File: config.mk
export PLATFORM = sky130hd
export DESIGN_NAME = wrist_roll_flick_detector_unit_flat
export DESIGN_NICKNAME = d
export VERILOG_FILES = /design/src/rtl/core/wrfd_pkg.sv /design/src/rtl/core/wrfd_in_if.sv /design/src/rtl/core/wrfd_out_if.sv /design/src/rtl/core/wrfd_regs.sv /design/src/rtl/core/wrfd_ctrl.sv /design/src/rtl/core/wrfd_datapath.sv /design/src/rtl/core/wrist_roll_flick_detector_unit.sv /design/src/flat_wrapper.sv
export SDC_FILE = /design/constraint.sdc
export NUM_CORES = 1
export LEC_CHECK = 0
export ABC_AREA = 1
export BUFFER_PORTS_ARGS = -buffer_cell sky130_fd_sc_hd__buf_2
export CAP_MARGIN = 20
export CORE_UTILIZATION = 68
export DETAILED_ROUTE_END_ITERATION = 8
export PLACE_DENSITY = 0.88
export SLEW_MARGIN = 20
export SYNTH_ARGS = -nofsm -noshare
export SYNTH_HDL_FRONTEND = slang
export SYNTH_SLANG_ARGS = --single-unit
File: constraint.sdc
create_clock -name clk -period 8.1 [get_ports clk]
set_input_delay 0.81 -clock clk [delete_from_list [all_inputs] [get_ports clk]]
set_output_delay 0.81 -clock clk [all_outputs]
set_load 0.005 [all_outputs]
File: src/rtl/core/wrfd_pkg.sv
// ----------------------------------------------------------------------------
// wrfd_pkg
// Shared types, register map, reset values and the arctangent table of the
// wrist roll flick detector.
// ----------------------------------------------------------------------------
package wrfd_pkg;

	localparam int SAMPLE_BITS_DEF = 13;
	localparam int ATAN_ITER_DEF   = 12;

	localparam int LIMIT_W   = 14;
	localparam int ANGLE_W   = 8;
	localparam int SETTLE_W  = 2;
	localparam int ROLL_W    = 9;
	localparam int DIFF_W    = 10;
	localparam int ACC_W     = 27;
	localparam int FRAC_W    = 16;
	localparam int ATAN_W    = 22;
	localparam int ATAN_IDX_W = 4;

	localparam int PADDR_W = 5;
	localparam int PDATA_W = 32;

	// register indexes (byte address = 4 * index)
	localparam logic [2:0] REG_SHAKE_LIMIT  = 3'd0;
	localparam logic [2:0] REG_GRAVITY_LOW  = 3'd1;
	localparam logic [2:0] REG_GRAVITY_HIGH = 3'd2;
	localparam logic [2:0] REG_DEAD_ZONE    = 3'd3;
	localparam logic [2:0] REG_FLICK_THR    = 3'd4;
	localparam logic [2:0] REG_COOLDOWN     = 3'd5;
	localparam logic [2:0] REG_SETTLE       = 3'd6;

	localparam logic [LIMIT_W-1:0]  SHAKE_LIMIT_RST  = 14'd5000;
	localparam logic [LIMIT_W-1:0]  GRAVITY_LOW_RST  = 14'd1000;
	localparam logic [LIMIT_W-1:0]  GRAVITY_HIGH_RST = 14'd1700;
	localparam logic [ANGLE_W-1:0]  DEAD_ZONE_RST    = 8'd70;
	localparam logic [ANGLE_W-1:0]  FLICK_THR_RST    = 8'd70;
	localparam logic [ANGLE_W-1:0]  COOLDOWN_RST     = 8'd10;
	localparam logic [SETTLE_W-1:0] SETTLE_RST       = 2'd3;

	localparam int HALF_TURN = 180;
	localparam int FULL_TURN = 360;

	typedef enum logic [1:0] {
		EVT_NONE  = 2'd0,
		EVT_UP    = 2'd1,
		EVT_DOWN  = 2'd2,
		EVT_SHAKE = 2'd3
	} gesture_t;

	typedef struct packed {
		logic [LIMIT_W-1:0]  shake_limit;
		logic [LIMIT_W-1:0]  gravity_low;
		logic [LIMIT_W-1:0]  gravity_high;
		logic [ANGLE_W-1:0]  roll_dead_zone;
		logic [ANGLE_W-1:0]  flick_threshold;
		logic [ANGLE_W-1:0]  cooldown_samples;
		logic [SETTLE_W-1:0] settle_samples;
	} cfg_t;

	typedef struct packed {
		logic capture;
		logic eval;
		logic rot_step;
		logic roll;
		logic decide;
		logic load_out;
	} cmd_t;

	typedef struct packed {
		logic early;
	} stat_t;

	// atan(2^-i) in degrees, Q16
	function automatic logic [ATAN_W-1:0] atan_q16(input logic [ATAN_IDX_W-1:0] i);
		logic [ATAN_W-1:0] r;
		case (i)
			4'd0:  r = 22'd2949120;
			4'd1:  r = 22'd1740967;
			4'd2:  r = 22'd919879;
			4'd3:  r = 22'd466945;
			4'd4:  r = 22'd234379;
			4'd5:  r = 22'd117304;
			4'd6:  r = 22'd58666;
			4'd7:  r = 22'd29335;
			4'd8:  r = 22'd14668;
			4'd9:  r = 22'd7334;
			4'd10: r = 22'd3667;
			4'd11: r = 22'd1833;
			4'd12: r = 22'd917;
			4'd13: r = 22'd458;
			4'd14: r = 22'd229;
			4'd15: r = 22'd115;
			default: r = '0;
		endcase
		return r;
	endfunction

endpackage

File: src/rtl/core/wrfd_in_if.sv
// ----------------------------------------------------------------------------
// wrfd_in_if
// Sample channel: valid/ready handshake with one accelerometer sample per beat.
// ----------------------------------------------------------------------------
interface wrfd_in_if #(
	parameter int SAMPLE_BITS = 13
);
	logic                          valid;
	logic                          ready;
	logic signed [SAMPLE_BITS-1:0] accel_x;
	logic signed [SAMPLE_BITS-1:0] accel_y;
	logic signed [SAMPLE_BITS-1:0] accel_z;
	logic                          motor_active;

	modport source (output valid, accel_x, accel_y, accel_z, motor_active, input ready);
	modport sink   (input valid, accel_x, accel_y, accel_z, motor_active, output ready);
endinterface

File: src/rtl/core/wrfd_out_if.sv
// ----------------------------------------------------------------------------
// wrfd_out_if
// Event channel: valid/ready handshake with one gesture event per beat.
// ----------------------------------------------------------------------------
interface wrfd_out_if;
	logic       valid;
	logic       ready;
	logic [1:0] gesture_event;

	modport source (output valid, gesture_event, input ready);
	modport sink   (input valid, gesture_event, output ready);
endinterface

File: src/rtl/core/wrfd_regs.sv
// ----------------------------------------------------------------------------
// wrfd_regs
// APB configuration registers.
// ----------------------------------------------------------------------------
module wrfd_regs
	import wrfd_pkg::*;
(
	input  logic               clk,
	input  logic               arst_n,
	input  logic               psel,
	input  logic               penable,
	input  logic               pwrite,
	input  logic [PADDR_W-1:0] paddr,
	input  logic [PDATA_W-1:0] pwdata,
	output logic [PDATA_W-1:0] prdata,
	output logic               pready,
	output cfg_t               cfg
);

	cfg_t       cfg_q;
	logic       wr_en;
	logic [2:0] idx;

	assign pready = 1'b1;
	assign idx    = paddr[4:2];
	assign wr_en  = psel && penable && pwrite && pready;
	assign cfg    = cfg_q;

	always_ff @(posedge clk or negedge arst_n) begin
		if (!arst_n) begin
			cfg_q.shake_limit      <= SHAKE_LIMIT_RST;
			cfg_q.gravity_low      <= GRAVITY_LOW_RST;
			cfg_q.gravity_high     <= GRAVITY_HIGH_RST;
			cfg_q.roll_dead_zone   <= DEAD_ZONE_RST;
			cfg_q.flick_threshold  <= FLICK_THR_RST;
			cfg_q.cooldown_samples <= COOLDOWN_RST;
			cfg_q.settle_samples   <= SETTLE_RST;
		end else if (wr_en) begin
			case (idx)
				REG_SHAKE_LIMIT:  cfg_q.shake_limit      <= pwdata[LIMIT_W-1:0];
				REG_GRAVITY_LOW:  cfg_q.gravity_low      <= pwdata[LIMIT_W-1:0];
				REG_GRAVITY_HIGH: cfg_q.gravity_high     <= pwdata[LIMIT_W-1:0];
				REG_DEAD_ZONE:    cfg_q.roll_dead_zone   <= pwdata[ANGLE_W-1:0];
				REG_FLICK_THR:    cfg_q.flick_threshold  <= pwdata[ANGLE_W-1:0];
				REG_COOLDOWN:     cfg_q.cooldown_samples <= pwdata[ANGLE_W-1:0];
				REG_SETTLE:       cfg_q.settle_samples   <= pwdata[SETTLE_W-1:0];
				default: ;
			endcase
		end
	end

	always_comb begin
		prdata = '0;
		case (idx)
			REG_SHAKE_LIMIT:  prdata = PDATA_W'(cfg_q.shake_limit);
			REG_GRAVITY_LOW:  prdata = PDATA_W'(cfg_q.gravity_low);
			REG_GRAVITY_HIGH: prdata = PDATA_W'(cfg_q.gravity_high);
			REG_DEAD_ZONE:    prdata = PDATA_W'(cfg_q.roll_dead_zone);
			REG_FLICK_THR:    prdata = PDATA_W'(cfg_q.flick_threshold);
			REG_COOLDOWN:     prdata = PDATA_W'(cfg_q.cooldown_samples);
			REG_SETTLE:       prdata = PDATA_W'(cfg_q.settle_samples);
			default:          prdata = '0;
		endcase
	end

endmodule

File: src/rtl/core/wrfd_ctrl.sv
// ----------------------------------------------------------------------------
// wrfd_ctrl
// Sequencer: capture, screen, CORDIC iterations, roll, decision, output load.
// ----------------------------------------------------------------------------
module wrfd_ctrl
	import wrfd_pkg::*;
#(
	parameter int ATAN_ITERATIONS = ATAN_ITER_DEF
) (
	input  logic                  clk,
	input  logic                  arst_n,
	input  logic                  in_valid,
	output logic                  in_ready,
	output logic                  out_valid,
	input  logic                  out_ready,
	input  stat_t                 stat,
	output cmd_t                  cmd,
	output logic [ATAN_IDX_W-1:0] iter
);

	typedef enum logic [2:0] {
		S_IDLE,
		S_EVAL,
		S_ROT,
		S_ROLL,
		S_DECIDE,
		S_DONE
	} state_t;

	state_t                state_q;
	logic [ATAN_IDX_W-1:0] iter_q;
	logic                  out_valid_q;
	logic                  slot_free;

	assign in_ready  = (state_q == S_IDLE);
	assign out_valid = out_valid_q;
	assign iter      = iter_q;
	assign slot_free = !out_valid_q || out_ready;

	always_comb begin
		cmd          = '0;
		cmd.capture  = (state_q == S_IDLE) && in_valid;
		cmd.eval     = (state_q == S_EVAL);
		cmd.rot_step = (state_q == S_ROT);
		cmd.roll     = (state_q == S_ROLL);
		cmd.decide   = (state_q == S_DECIDE);
		cmd.load_out = (state_q == S_DONE) && slot_free;
	end

	always_ff @(posedge clk or negedge arst_n) begin
		if (!arst_n) begin
			state_q     <= S_IDLE;
			iter_q      <= '0;
			out_valid_q <= 1'b0;
		end else begin
			// a new result replaces the one leaving in the same cycle
			if (cmd.load_out) begin
				out_valid_q <= 1'b1;
			end else if (out_ready) begin
				out_valid_q <= 1'b0;
			end
			case (state_q)
				S_IDLE: begin
					if (in_valid) begin
						state_q <= S_EVAL;
					end
				end
				S_EVAL: begin
					iter_q  <= '0;
					state_q <= stat.early ? S_DONE : S_ROT;
				end
				S_ROT: begin
					if (iter_q == ATAN_IDX_W'(ATAN_ITERATIONS - 1)) begin
						state_q <= S_ROLL;
					end
					iter_q <= iter_q + 1'b1;
				end
				S_ROLL: begin
					state_q <= S_DECIDE;
				end
				S_DECIDE: begin
					state_q <= S_DONE;
				end
				S_DONE: begin
					if (slot_free) begin
						state_q <= S_IDLE;
					end
				end
				default: begin
					state_q <= S_IDLE;
				end
			endcase
		end
	end

endmodule

File: src/rtl/core/wrfd_datapath.sv
// ----------------------------------------------------------------------------
// wrfd_datapath
// Sample registers, L1 screen, shared CORDIC stage, roll and gesture state.
// ----------------------------------------------------------------------------
module wrfd_datapath
	import wrfd_pkg::*;
#(
	parameter int SAMPLE_BITS = SAMPLE_BITS_DEF
) (
	input  logic                          clk,
	input  logic                          arst_n,
	input  cfg_t                          cfg,
	input  cmd_t                          cmd,
	input  logic [ATAN_IDX_W-1:0]         iter,
	output stat_t                         stat,
	input  logic signed [SAMPLE_BITS-1:0] accel_x,
	input  logic signed [SAMPLE_BITS-1:0] accel_y,
	input  logic signed [SAMPLE_BITS-1:0] accel_z,
	input  logic                          motor_active,
	output logic [1:0]                    gesture_event
);

	localparam int SUM_W = SAMPLE_BITS + 2;
	localparam int CMP_W = (SUM_W > LIMIT_W) ? SUM_W : LIMIT_W;
	localparam int V_W   = SAMPLE_BITS + 10;
	localparam int DEG_W = ACC_W - FRAC_W;

	// captured sample
	logic signed [SAMPLE_BITS-1:0] x_q, y_q, z_q;
	logic                          motor_q;

	// CORDIC state
	logic signed [V_W-1:0]   vx_q, vy_q;
	logic signed [ACC_W-1:0] acc_q;
	logic                    zero_q;
	logic signed [ROLL_W-1:0] roll_q;

	// gesture state
	logic signed [ROLL_W-1:0] ref_roll_q;
	logic                     need_ref_q;
	logic [SETTLE_W-1:0]      settle_q;
	logic [ANGLE_W-1:0]       cool_q;
	gesture_t                 evt_q;
	gesture_t                 out_q;

	// screen
	logic signed [SUM_W-1:0] xe, ye, ze;
	logic [SUM_W-1:0]        l1_sum;
	logic [CMP_W-1:0]        sum_c, shake_c, glow_c, ghigh_c;
	logic                    is_shake, out_window;

	always_comb begin
		xe = SUM_W'(x_q);
		ye = SUM_W'(y_q);
		ze = SUM_W'(z_q);
		l1_sum = (xe < 0 ? -xe : xe) + (ye < 0 ? -ye : ye) + (ze < 0 ? -ze : ze);
		sum_c   = CMP_W'(l1_sum);
		shake_c = CMP_W'(cfg.shake_limit);
		glow_c  = CMP_W'(cfg.gravity_low);
		ghigh_c = CMP_W'(cfg.gravity_high);
		is_shake   = sum_c > shake_c;
		out_window = (sum_c < glow_c) || (sum_c > ghigh_c);
		stat.early = (cool_q != '0) || motor_q || is_shake || out_window;
	end

	// CORDIC start vector, left half plane folded by 180 degrees
	logic signed [V_W-1:0]   vz0, vy0;
	logic signed [ACC_W-1:0] half_turn_q16;

	assign vz0 = $signed({{(V_W-SAMPLE_BITS-8){z_q[SAMPLE_BITS-1]}}, z_q, 8'b0});
	assign vy0 = $signed({{(V_W-SAMPLE_BITS-8){y_q[SAMPLE_BITS-1]}}, y_q, 8'b0});
	assign half_turn_q16 = ACC_W'(HALF_TURN) <<< FRAC_W;

	// one micro-rotation
	logic signed [V_W-1:0]   sh_x, sh_y;
	logic signed [ACC_W-1:0] atan_step;

	always_comb begin
		sh_x      = vx_q >>> iter;
		sh_y      = vy_q >>> iter;
		atan_step = ACC_W'(atan_q16(iter));
	end

	// truncate toward zero, clamp to a half turn
	logic [ACC_W-1:0]         acc_abs;
	logic [DEG_W-1:0]         deg_mag;
	logic [ROLL_W-1:0]        deg_clamp;
	logic signed [ROLL_W-1:0] roll_next;

	always_comb begin
		acc_abs   = acc_q[ACC_W-1] ? ACC_W'(-acc_q) : ACC_W'(acc_q);
		deg_mag   = acc_abs[ACC_W-1:FRAC_W];
		deg_clamp = (deg_mag > DEG_W'(HALF_TURN)) ? ROLL_W'(HALF_TURN) : ROLL_W'(deg_mag);
		if (zero_q) begin
			roll_next = '0;
		end else begin
			roll_next = acc_q[ACC_W-1] ? -$signed(deg_clamp) : $signed(deg_clamp);
		end
	end

	// decision
	logic [ANGLE_W-1:0]       rmag;
	logic signed [DIFF_W-1:0] diff_raw, diff;
	logic [ANGLE_W-1:0]       dmag;
	logic                     in_dead, flick;

	always_comb begin
		rmag     = roll_q[ROLL_W-1] ? ANGLE_W'(-roll_q) : ANGLE_W'(roll_q);
		in_dead  = (roll_q != '0) && (rmag < cfg.roll_dead_zone);
		diff_raw = DIFF_W'(roll_q) - DIFF_W'(ref_roll_q);
		diff     = diff_raw;
		if (diff_raw < -DIFF_W'(HALF_TURN)) begin
			diff = diff_raw + DIFF_W'(FULL_TURN);
		end else if (diff_raw > DIFF_W'(HALF_TURN)) begin
			diff = diff_raw - DIFF_W'(FULL_TURN);
		end
		dmag  = diff[DIFF_W-1] ? ANGLE_W'(-diff) : ANGLE_W'(diff);
		flick = dmag > cfg.flick_threshold;
	end

	assign gesture_event = out_q;

	always_ff @(posedge clk) begin
		if (cmd.capture) begin
			x_q     <= accel_x;
			y_q     <= accel_y;
			z_q     <= accel_z;
			motor_q <= motor_active;
		end
		if (cmd.eval) begin
			zero_q <= (y_q == '0) && (z_q == '0);
			if (vz0 < 0) begin
				vx_q  <= -vz0;
				vy_q  <= -vy0;
				acc_q <= y_q[SAMPLE_BITS-1] ? -half_turn_q16 : half_turn_q16;
			end else begin
				vx_q  <= vz0;
				vy_q  <= vy0;
				acc_q <= '0;
			end
		end
		if (cmd.rot_step) begin
			if (vy_q >= 0) begin
				vx_q  <= vx_q + sh_y;
				vy_q  <= vy_q - sh_x;
				acc_q <= acc_q + atan_step;
			end else begin
				vx_q  <= vx_q - sh_y;
				vy_q  <= vy_q + sh_x;
				acc_q <= acc_q - atan_step;
			end
		end
		if (cmd.roll) begin
			roll_q <= roll_next;
		end
		if (cmd.load_out) begin
			out_q <= evt_q;
		end
	end

	always_ff @(posedge clk or negedge arst_n) begin
		if (!arst_n) begin
			ref_roll_q <= '0;
			need_ref_q <= 1'b1;
			settle_q   <= '0;
			cool_q     <= '0;
			evt_q      <= EVT_NONE;
		end else begin
			if (cmd.eval) begin
				evt_q <= EVT_NONE;
				if (cool_q != '0) begin
					cool_q <= cool_q - 1'b1;
				end else if (!motor_q && is_shake) begin
					cool_q     <= cfg.cooldown_samples;
					need_ref_q <= 1'b1;
					settle_q   <= '0;
					evt_q      <= EVT_SHAKE;
				end
			end
			if (cmd.decide && !in_dead) begin
				if (need_ref_q) begin
					need_ref_q <= 1'b0;
					ref_roll_q <= roll_q;
				end else if (settle_q == '0) begin
					if (flick) begin
						settle_q <= (cfg.settle_samples != '0) ? cfg.settle_samples
						                                       : SETTLE_W'(1);
					end else begin
						ref_roll_q <= roll_q;
					end
				end else if (settle_q == SETTLE_W'(1)) begin
					settle_q <= '0;
					if (flick) begin
						evt_q      <= (diff > 0) ? EVT_DOWN : EVT_UP;
						cool_q     <= cfg.cooldown_samples;
						need_ref_q <= 1'b1;
					end else begin
						ref_roll_q <= roll_q;
					end
				end else begin
					settle_q <= settle_q - 1'b1;
				end
			end
		end
	end

endmodule

File: src/rtl/core/wrist_roll_flick_detector_unit.sv
// ----------------------------------------------------------------------------
// wrist_roll_flick_detector_unit
// Wrist roll flick detector: one accelerometer sample in, one gesture out.
// ----------------------------------------------------------------------------
// Usage:
//  - in_ch (sink) takes one sample beat: accel_x/y/z and motor_active.
//  - out_ch (source) gives one gesture_event beat per sample, in order:
//    0 none, 1 scroll up, 2 scroll down, 3 shake.
//  - APB port sets the seven thresholds at byte address 4*index; write only
//    while no sample is in flight. pready is tied high.
// Sequencing:
//  - Samples rejected by cooldown, motor, shake or gravity window skip the
//    CORDIC: the sequencer goes from EVAL straight to DONE.
//  - Samples that need a roll angle: EVAL, ROT (the single CORDIC stage, reused
//    once per iteration for ATAN_ITERATIONS, default 12), ROLL, DECIDE, DONE.
//  - One sample in flight at a time; the next one can be taken in the cycle
//    after the previous result is loaded into the output register.
// Reset: registers go to their reset values, reference is re-learned, no
//  settling or cooldown pending, out_ch empty.
// Stall: a held result sits in the output register while the next sample is
//  processed; that sample then waits in its last state until the slot frees.
// ----------------------------------------------------------------------------
module wrist_roll_flick_detector_unit
	import wrfd_pkg::*;
#(
	parameter int SAMPLE_BITS     = SAMPLE_BITS_DEF,
	parameter int ATAN_ITERATIONS = ATAN_ITER_DEF
) (
	input  logic               clk,
	input  logic               arst_n,
	wrfd_in_if.sink            in_ch,
	wrfd_out_if.source         out_ch,
	input  logic               psel,
	input  logic               penable,
	input  logic               pwrite,
	input  logic [PADDR_W-1:0] paddr,
	input  logic [PDATA_W-1:0] pwdata,
	output logic [PDATA_W-1:0] prdata,
	output logic               pready
);

	cfg_t                  cfg;
	cmd_t                  cmd;
	stat_t                 stat;
	logic [ATAN_IDX_W-1:0] iter;

	// configuration registers
	wrfd_regs u_regs (
		.clk     (clk),
		.arst_n  (arst_n),
		.psel    (psel),
		.penable (penable),
		.pwrite  (pwrite),
		.paddr   (paddr),
		.pwdata  (pwdata),
		.prdata  (prdata),
		.pready  (pready),
		.cfg     (cfg)
	);

	// sequencer owns both handshakes
	wrfd_ctrl #(
		.ATAN_ITERATIONS (ATAN_ITERATIONS)
	) u_ctrl (
		.clk       (clk),
		.arst_n    (arst_n),
		.in_valid  (in_ch.valid),
		.in_ready  (in_ch.ready),
		.out_valid (out_ch.valid),
		.out_ready (out_ch.ready),
		.stat      (stat),
		.cmd       (cmd),
		.iter      (iter)
	);

	// sample path, CORDIC and gesture state
	wrfd_datapath #(
		.SAMPLE_BITS (SAMPLE_BITS)
	) u_dp (
		.clk           (clk),
		.arst_n        (arst_n),
		.cfg           (cfg),
		.cmd           (cmd),
		.iter          (iter),
		.stat          (stat),
		.accel_x       (in_ch.accel_x),
		.accel_y       (in_ch.accel_y),
		.accel_z       (in_ch.accel_z),
		.motor_active  (in_ch.motor_active),
		.gesture_event (out_ch.gesture_event)
	);

endmodule

File: src/flat_wrapper.sv
// flat-port wrapper written by rule: the top's interface ports become plain ports
module wrist_roll_flick_detector_unit_flat import wrfd_pkg::*;
#(
	parameter int SAMPLE_BITS     = SAMPLE_BITS_DEF,
	parameter int ATAN_ITERATIONS = ATAN_ITER_DEF
)
  (clk, arst_n, psel, penable, pwrite, paddr, pwdata, prdata, pready, in_ch_valid, in_ch_accel_x, in_ch_accel_y, in_ch_accel_z, in_ch_motor_active, in_ch_ready, out_ch_valid, out_ch_gesture_event, out_ch_ready);
  wrfd_in_if #(.SAMPLE_BITS(SAMPLE_BITS)) in_ch_i ();
  wrfd_out_if out_ch_i ();
  input  logic clk;
  input  logic arst_n;
  input  logic psel;
  input  logic penable;
  input  logic pwrite;
  input  logic [PADDR_W-1:0] paddr;
  input  logic [PDATA_W-1:0] pwdata;
  output logic [PDATA_W-1:0] prdata;
  output logic pready;
  input wire logic [$bits(in_ch_i.valid)-1:0] in_ch_valid;
  input wire logic [$bits(in_ch_i.accel_x)-1:0] in_ch_accel_x;
  input wire logic [$bits(in_ch_i.accel_y)-1:0] in_ch_accel_y;
  input wire logic [$bits(in_ch_i.accel_z)-1:0] in_ch_accel_z;
  input wire logic [$bits(in_ch_i.motor_active)-1:0] in_ch_motor_active;
  output wire logic [$bits(in_ch_i.ready)-1:0] in_ch_ready;
  output wire logic [$bits(out_ch_i.valid)-1:0] out_ch_valid;
  output wire logic [$bits(out_ch_i.gesture_event)-1:0] out_ch_gesture_event;
  input wire logic [$bits(out_ch_i.ready)-1:0] out_ch_ready;
  assign in_ch_i.valid = in_ch_valid;
  assign in_ch_i.accel_x = in_ch_accel_x;
  assign in_ch_i.accel_y = in_ch_accel_y;
  assign in_ch_i.accel_z = in_ch_accel_z;
  assign in_ch_i.motor_active = in_ch_motor_active;
  assign in_ch_ready = in_ch_i.ready;
  assign out_ch_valid = out_ch_i.valid;
  assign out_ch_gesture_event = out_ch_i.gesture_event;
  assign out_ch_i.ready = out_ch_ready;
  wrist_roll_flick_detector_unit #(.SAMPLE_BITS(SAMPLE_BITS), .ATAN_ITERATIONS(ATAN_ITERATIONS)) u_core (.clk(clk), .arst_n(arst_n), .in_ch(in_ch_i), .out_ch(out_ch_i), .psel(psel), .penable(penable), .pwrite(pwrite), .paddr(paddr), .pwdata(pwdata), .prdata(prdata), .pready(pready));
endmodule
==> results.txt <==
outcome: complete, no violations
CTS sink cnt: 223
HP Class: in2async
Max Clk Rate: 165.8 MHz
crit path max fanout: 5
Die X: 180 µm
final max-slew violation count: 0
post-CTS setup buffers: 0
Primary FF master, synth: edfxtp_1
CP endpoint: u_core.u_ctrl.state_q[0]
Max Root-Sink Buffers: 3
pre-CTS setup slack: 2.252 ns
sequential area share after synthesis: 0.2896
r2r endpoint: u_core.u_ctrl.state_q[0]
placed cell count: 3,394
clk root buf: clkbuf_16
syn avg cell area: 7.218 µm²
DP Wirelength: 42,860 µm
initial core utilization: 0.6971
GR Overflow Total: 0
Max VDD drop: 0.0002812 V
final setup TNS: 0 ns
leakage power: 10.91 nW
final setup violation count: 0
I/O pin cnt: 121
PwrDens: 403.7 nW/µm²
r2r setup slk: 2.07 ns
synthesized netlist cell count: 2,985
Core Area: 30,910 µm²
# resized after CTS: 0
die area: 32,400 µm²
synthesized area: 21,550 µm²
largest net degree at the start of global routing: 79
WL/cell: 16.35 µm
Final nets: 3,299
H-tree depth: 1
flop and latch count out of synthesis: 223
Area Growth Syn to Fin: 5.761%
RR Startpoint: u_core.u_dp.y_q[0]
Port Buf Inserts: 81
DRT Pass-1 Iters: 6
Die Height: 180 µm
final setup margin: 2.067 ns
Crit Path Class: reg2reg
cells on worst reg2reg path: 28
first-pass GRT wire length: 92,110 µm
Critical Path Source: u_core.u_dp.y_q[0]
vias in the first global route: 19,110
max-slew headroom at the worst pin: 0.3312
Post-synth EDFFs: 125
CTS tree: built
layout cells sized above 1: 0.09662
Via Count: 20,290
Final Hold Fails: 0
max capacitance violation total: 0
Distinct cells, synth: 73
total track usage: 0.3442
unrepaired setup endpoints after global routing: no
crit end category: flop
Final period util: 0.7448
Layout Cells excl Fill: 3,439
most frequent cell on the critical path: nand2_1
fraction of registers with async set/reset: 0.4395
Remaining DRCs: 0
YS warnings: 0
Routed Antenna Nets: 0
vias per inst: 5.900
Reg clk slew, reported paths: 0.06 ns
min cycle time layout: 6.033 ns
Starting DRT DRC Count: 1,850
# fillers: 2,490
worst slew pin tran: 1.003 ns
initial antenna violation count: 0
ant diodes: 0
DRT Wirelength: 56,210 µm
Clk Latency, worst-skew pair: 0.53 ns
clk_skew: 0.009155 ns
Hold-fix buffers, CTS: 0
RePlAce Congestion: 1.028
crit start category: flop
Worst path max stage delay: 0.51 ns
Crit path required time: 8.51 ns
worst-path cell with the longest stage delay: nor3b_1
# rows: 64
total CTS buffers: 25
WP data arrival: 6.44 ns
-- synth_stat cells (5+ instances only) --
library cell,number,share of area
nand2_1,727,0.13
inv_1,395,0.069
o21ai_0,267,0.062
a21oi_1,213,0.049
nor2_1,209,0.036
ha_1,171,0.099
edfxtp_1,125,0.17
nand3_1,115,0.027
xor2_1,95,0.039
dfrtp_1,71,0.082
o21ai_1,64,0.015
nor3_1,45,0.010
clkbuf_1,39,0.0068
o21ai_2,39,0.016
nand4_1,34,0.0099
xnor2_1,32,0.013
dfstp_2,27,0.033
buf_4,23,0.0080
fa_1,19,0.018
nand2_2,18,0.0052
inv_2,16,0.0028
o21a_1,16,0.0056
o211ai_1,14,0.0049
mux2i_1,13,0.0060
buf_2,12,0.0028
o221ai_1,12,0.0049
buf_6,11,0.0057
a21o_1,9,0.0031
a221oi_1,9,0.0037
a31oi_1,8,0.0023
nor2_4,8,0.0042
nand3_2,7,0.0033
nor2_2,7,0.0020
o22ai_1,7,0.0020
clkbuf_8,6,0.0038
nor3b_1,6,0.0021
o31ai_1,6,0.0021
or2_2,6,0.0017
buf_1,5,0.00087
nand3b_1,5,0.0017
nor4_1,5,0.0015
o21bai_1,5,0.0017
or2_1,5,0.0015
-- through the flow --
step,util,instance area [µm²],power [W],hold WS [ns]
floorplan,-,21620,0.006477,0.4252
global placement,0.7100,21950,0.007644,0.4663
detailed placement,0.7102,21950,0.007892,0.4737
CTS,0.7368,22770,0.009096,0.1539
global route,0.7372,22790,0.01013,0.1652
finish,0.7372,22790,0.009198,0.1520
-- area by class of cell --
class | count | area, µm² | area share
inverter | 416 | 1567 | 0.06875
multi-input combinational | 2264 | 13150 | 0.5771
clock inverter | 16 | 161.4 | 0.007083
timing repair buffer | 95 | 510.5 | 0.02240
tap | 396 | 495.5 | 0.02174
sequential | 223 | 6241 | 0.2739
clock buffer | 29 | 660.6 | 0.02899
-- where the power goes --
part	switching [W]	internal, W
clock network	0.000477	0.000678
registers	0.000294	0.00159
logic	0.00391	0.00224
-- registers in the layout (all words and copies together), names as in the netlist --
name,flops
u_core.u_ctrl.iter,4
u_core.u_ctrl.out_valid,1
u_core.u_ctrl.state_q,3
u_core.u_dp.acc_q,27
u_core.u_dp.cool_q,8
u_core.u_dp.evt_q,2
u_core.u_dp.gesture_event,2
u_core.u_dp.motor_q,1
u_core.u_dp.need_ref_q,1
u_core.u_dp.ref_roll_q,9
u_core.u_dp.roll_q,9
u_core.u_dp.settle_q,2
u_core.u_dp.vx_q,23
u_core.u_dp.vy_q,23
u_core.u_dp.x_q,13
u_core.u_dp.y_q,13
u_core.u_dp.z_q,13
u_core.u_dp.zero_q,1
u_core.u_regs.cfg,68
-- worst max-delay path, delay by kind of cell, from the launching register on --
kind | cells | cell delay (ns)
xor gates and xnor gates | 2 | 0.28
and+or+nand+nor | 12 | 2.31
buffers and inverters | 3 | 0.25
adders and majority gates | 4 | 1.27
AOI/OAI and AO/OA | 7 | 1.32
DFF | 1 | 0.49
-- cells by family after synthesis --
group / share of synthesized area
adder cells (fa/ha/maj): 0.1170
multiplexers: 0.007723
flip-flops: 0.2896
AO/OA/AOI/OAI: 0.1882
AND/OR/NAND/NOR: 0.2399
buffers and inverters: 0.1049
XOR/XNOR: 0.05238
other: 0.0003486
-- placed cells by master (no fill, tap or decap), types with 34 or more instances in the layout --
master    synthesis  layout
nand2_1         727     726
inv_1           395     395
o21ai_0         267     267
a21oi_1         213     213
nor2_1          209     209
ha_1            171     171
edfxtp_1        125     125
nand3_1         115     115
xor2_1           95      95
buf_2            12      81
dfrtp_1          71      70
o21ai_1          64      63
nor3_1           45      42
o21ai_2          39      40
nand4_1          34      34
-- how the worst min path moves through the flow --
stage / cells after the start / start / slack (ns) / to
after floorplan: 0 / u_core.u_dp.evt_q[1] / 0.43 / u_core.u_dp.gesture_event[1]
after global placement: 2 / u_core.u_regs.cfg[17] / 0.47 / u_core.u_regs.cfg[17]
after detailed placement: 2 / u_core.u_dp.ref_roll_q[4] / 0.47 / u_core.u_dp.ref_roll_q[4]
after CTS: 1 / arst_n / 0.15 / u_core.u_regs.cfg[51]
after global routing: 1 / arst_n / 0.17 / u_core.u_regs.cfg[51]
final: 1 / arst_n / 0.15 / u_core.u_regs.cfg[51]
-- routing by layer --
| layer | wire length [µm] | track usage |
|---|---|---|
| met5 | 0 | 0 |
| met4 | 1847 | 0.1138 |
| met3 | 3739 | 0.02816 |
| met2 | 25780 | 0.5751 |
| met1 | 24840 | 0.4730 |
No activity file was read; power rests on OpenSTA's default activity.
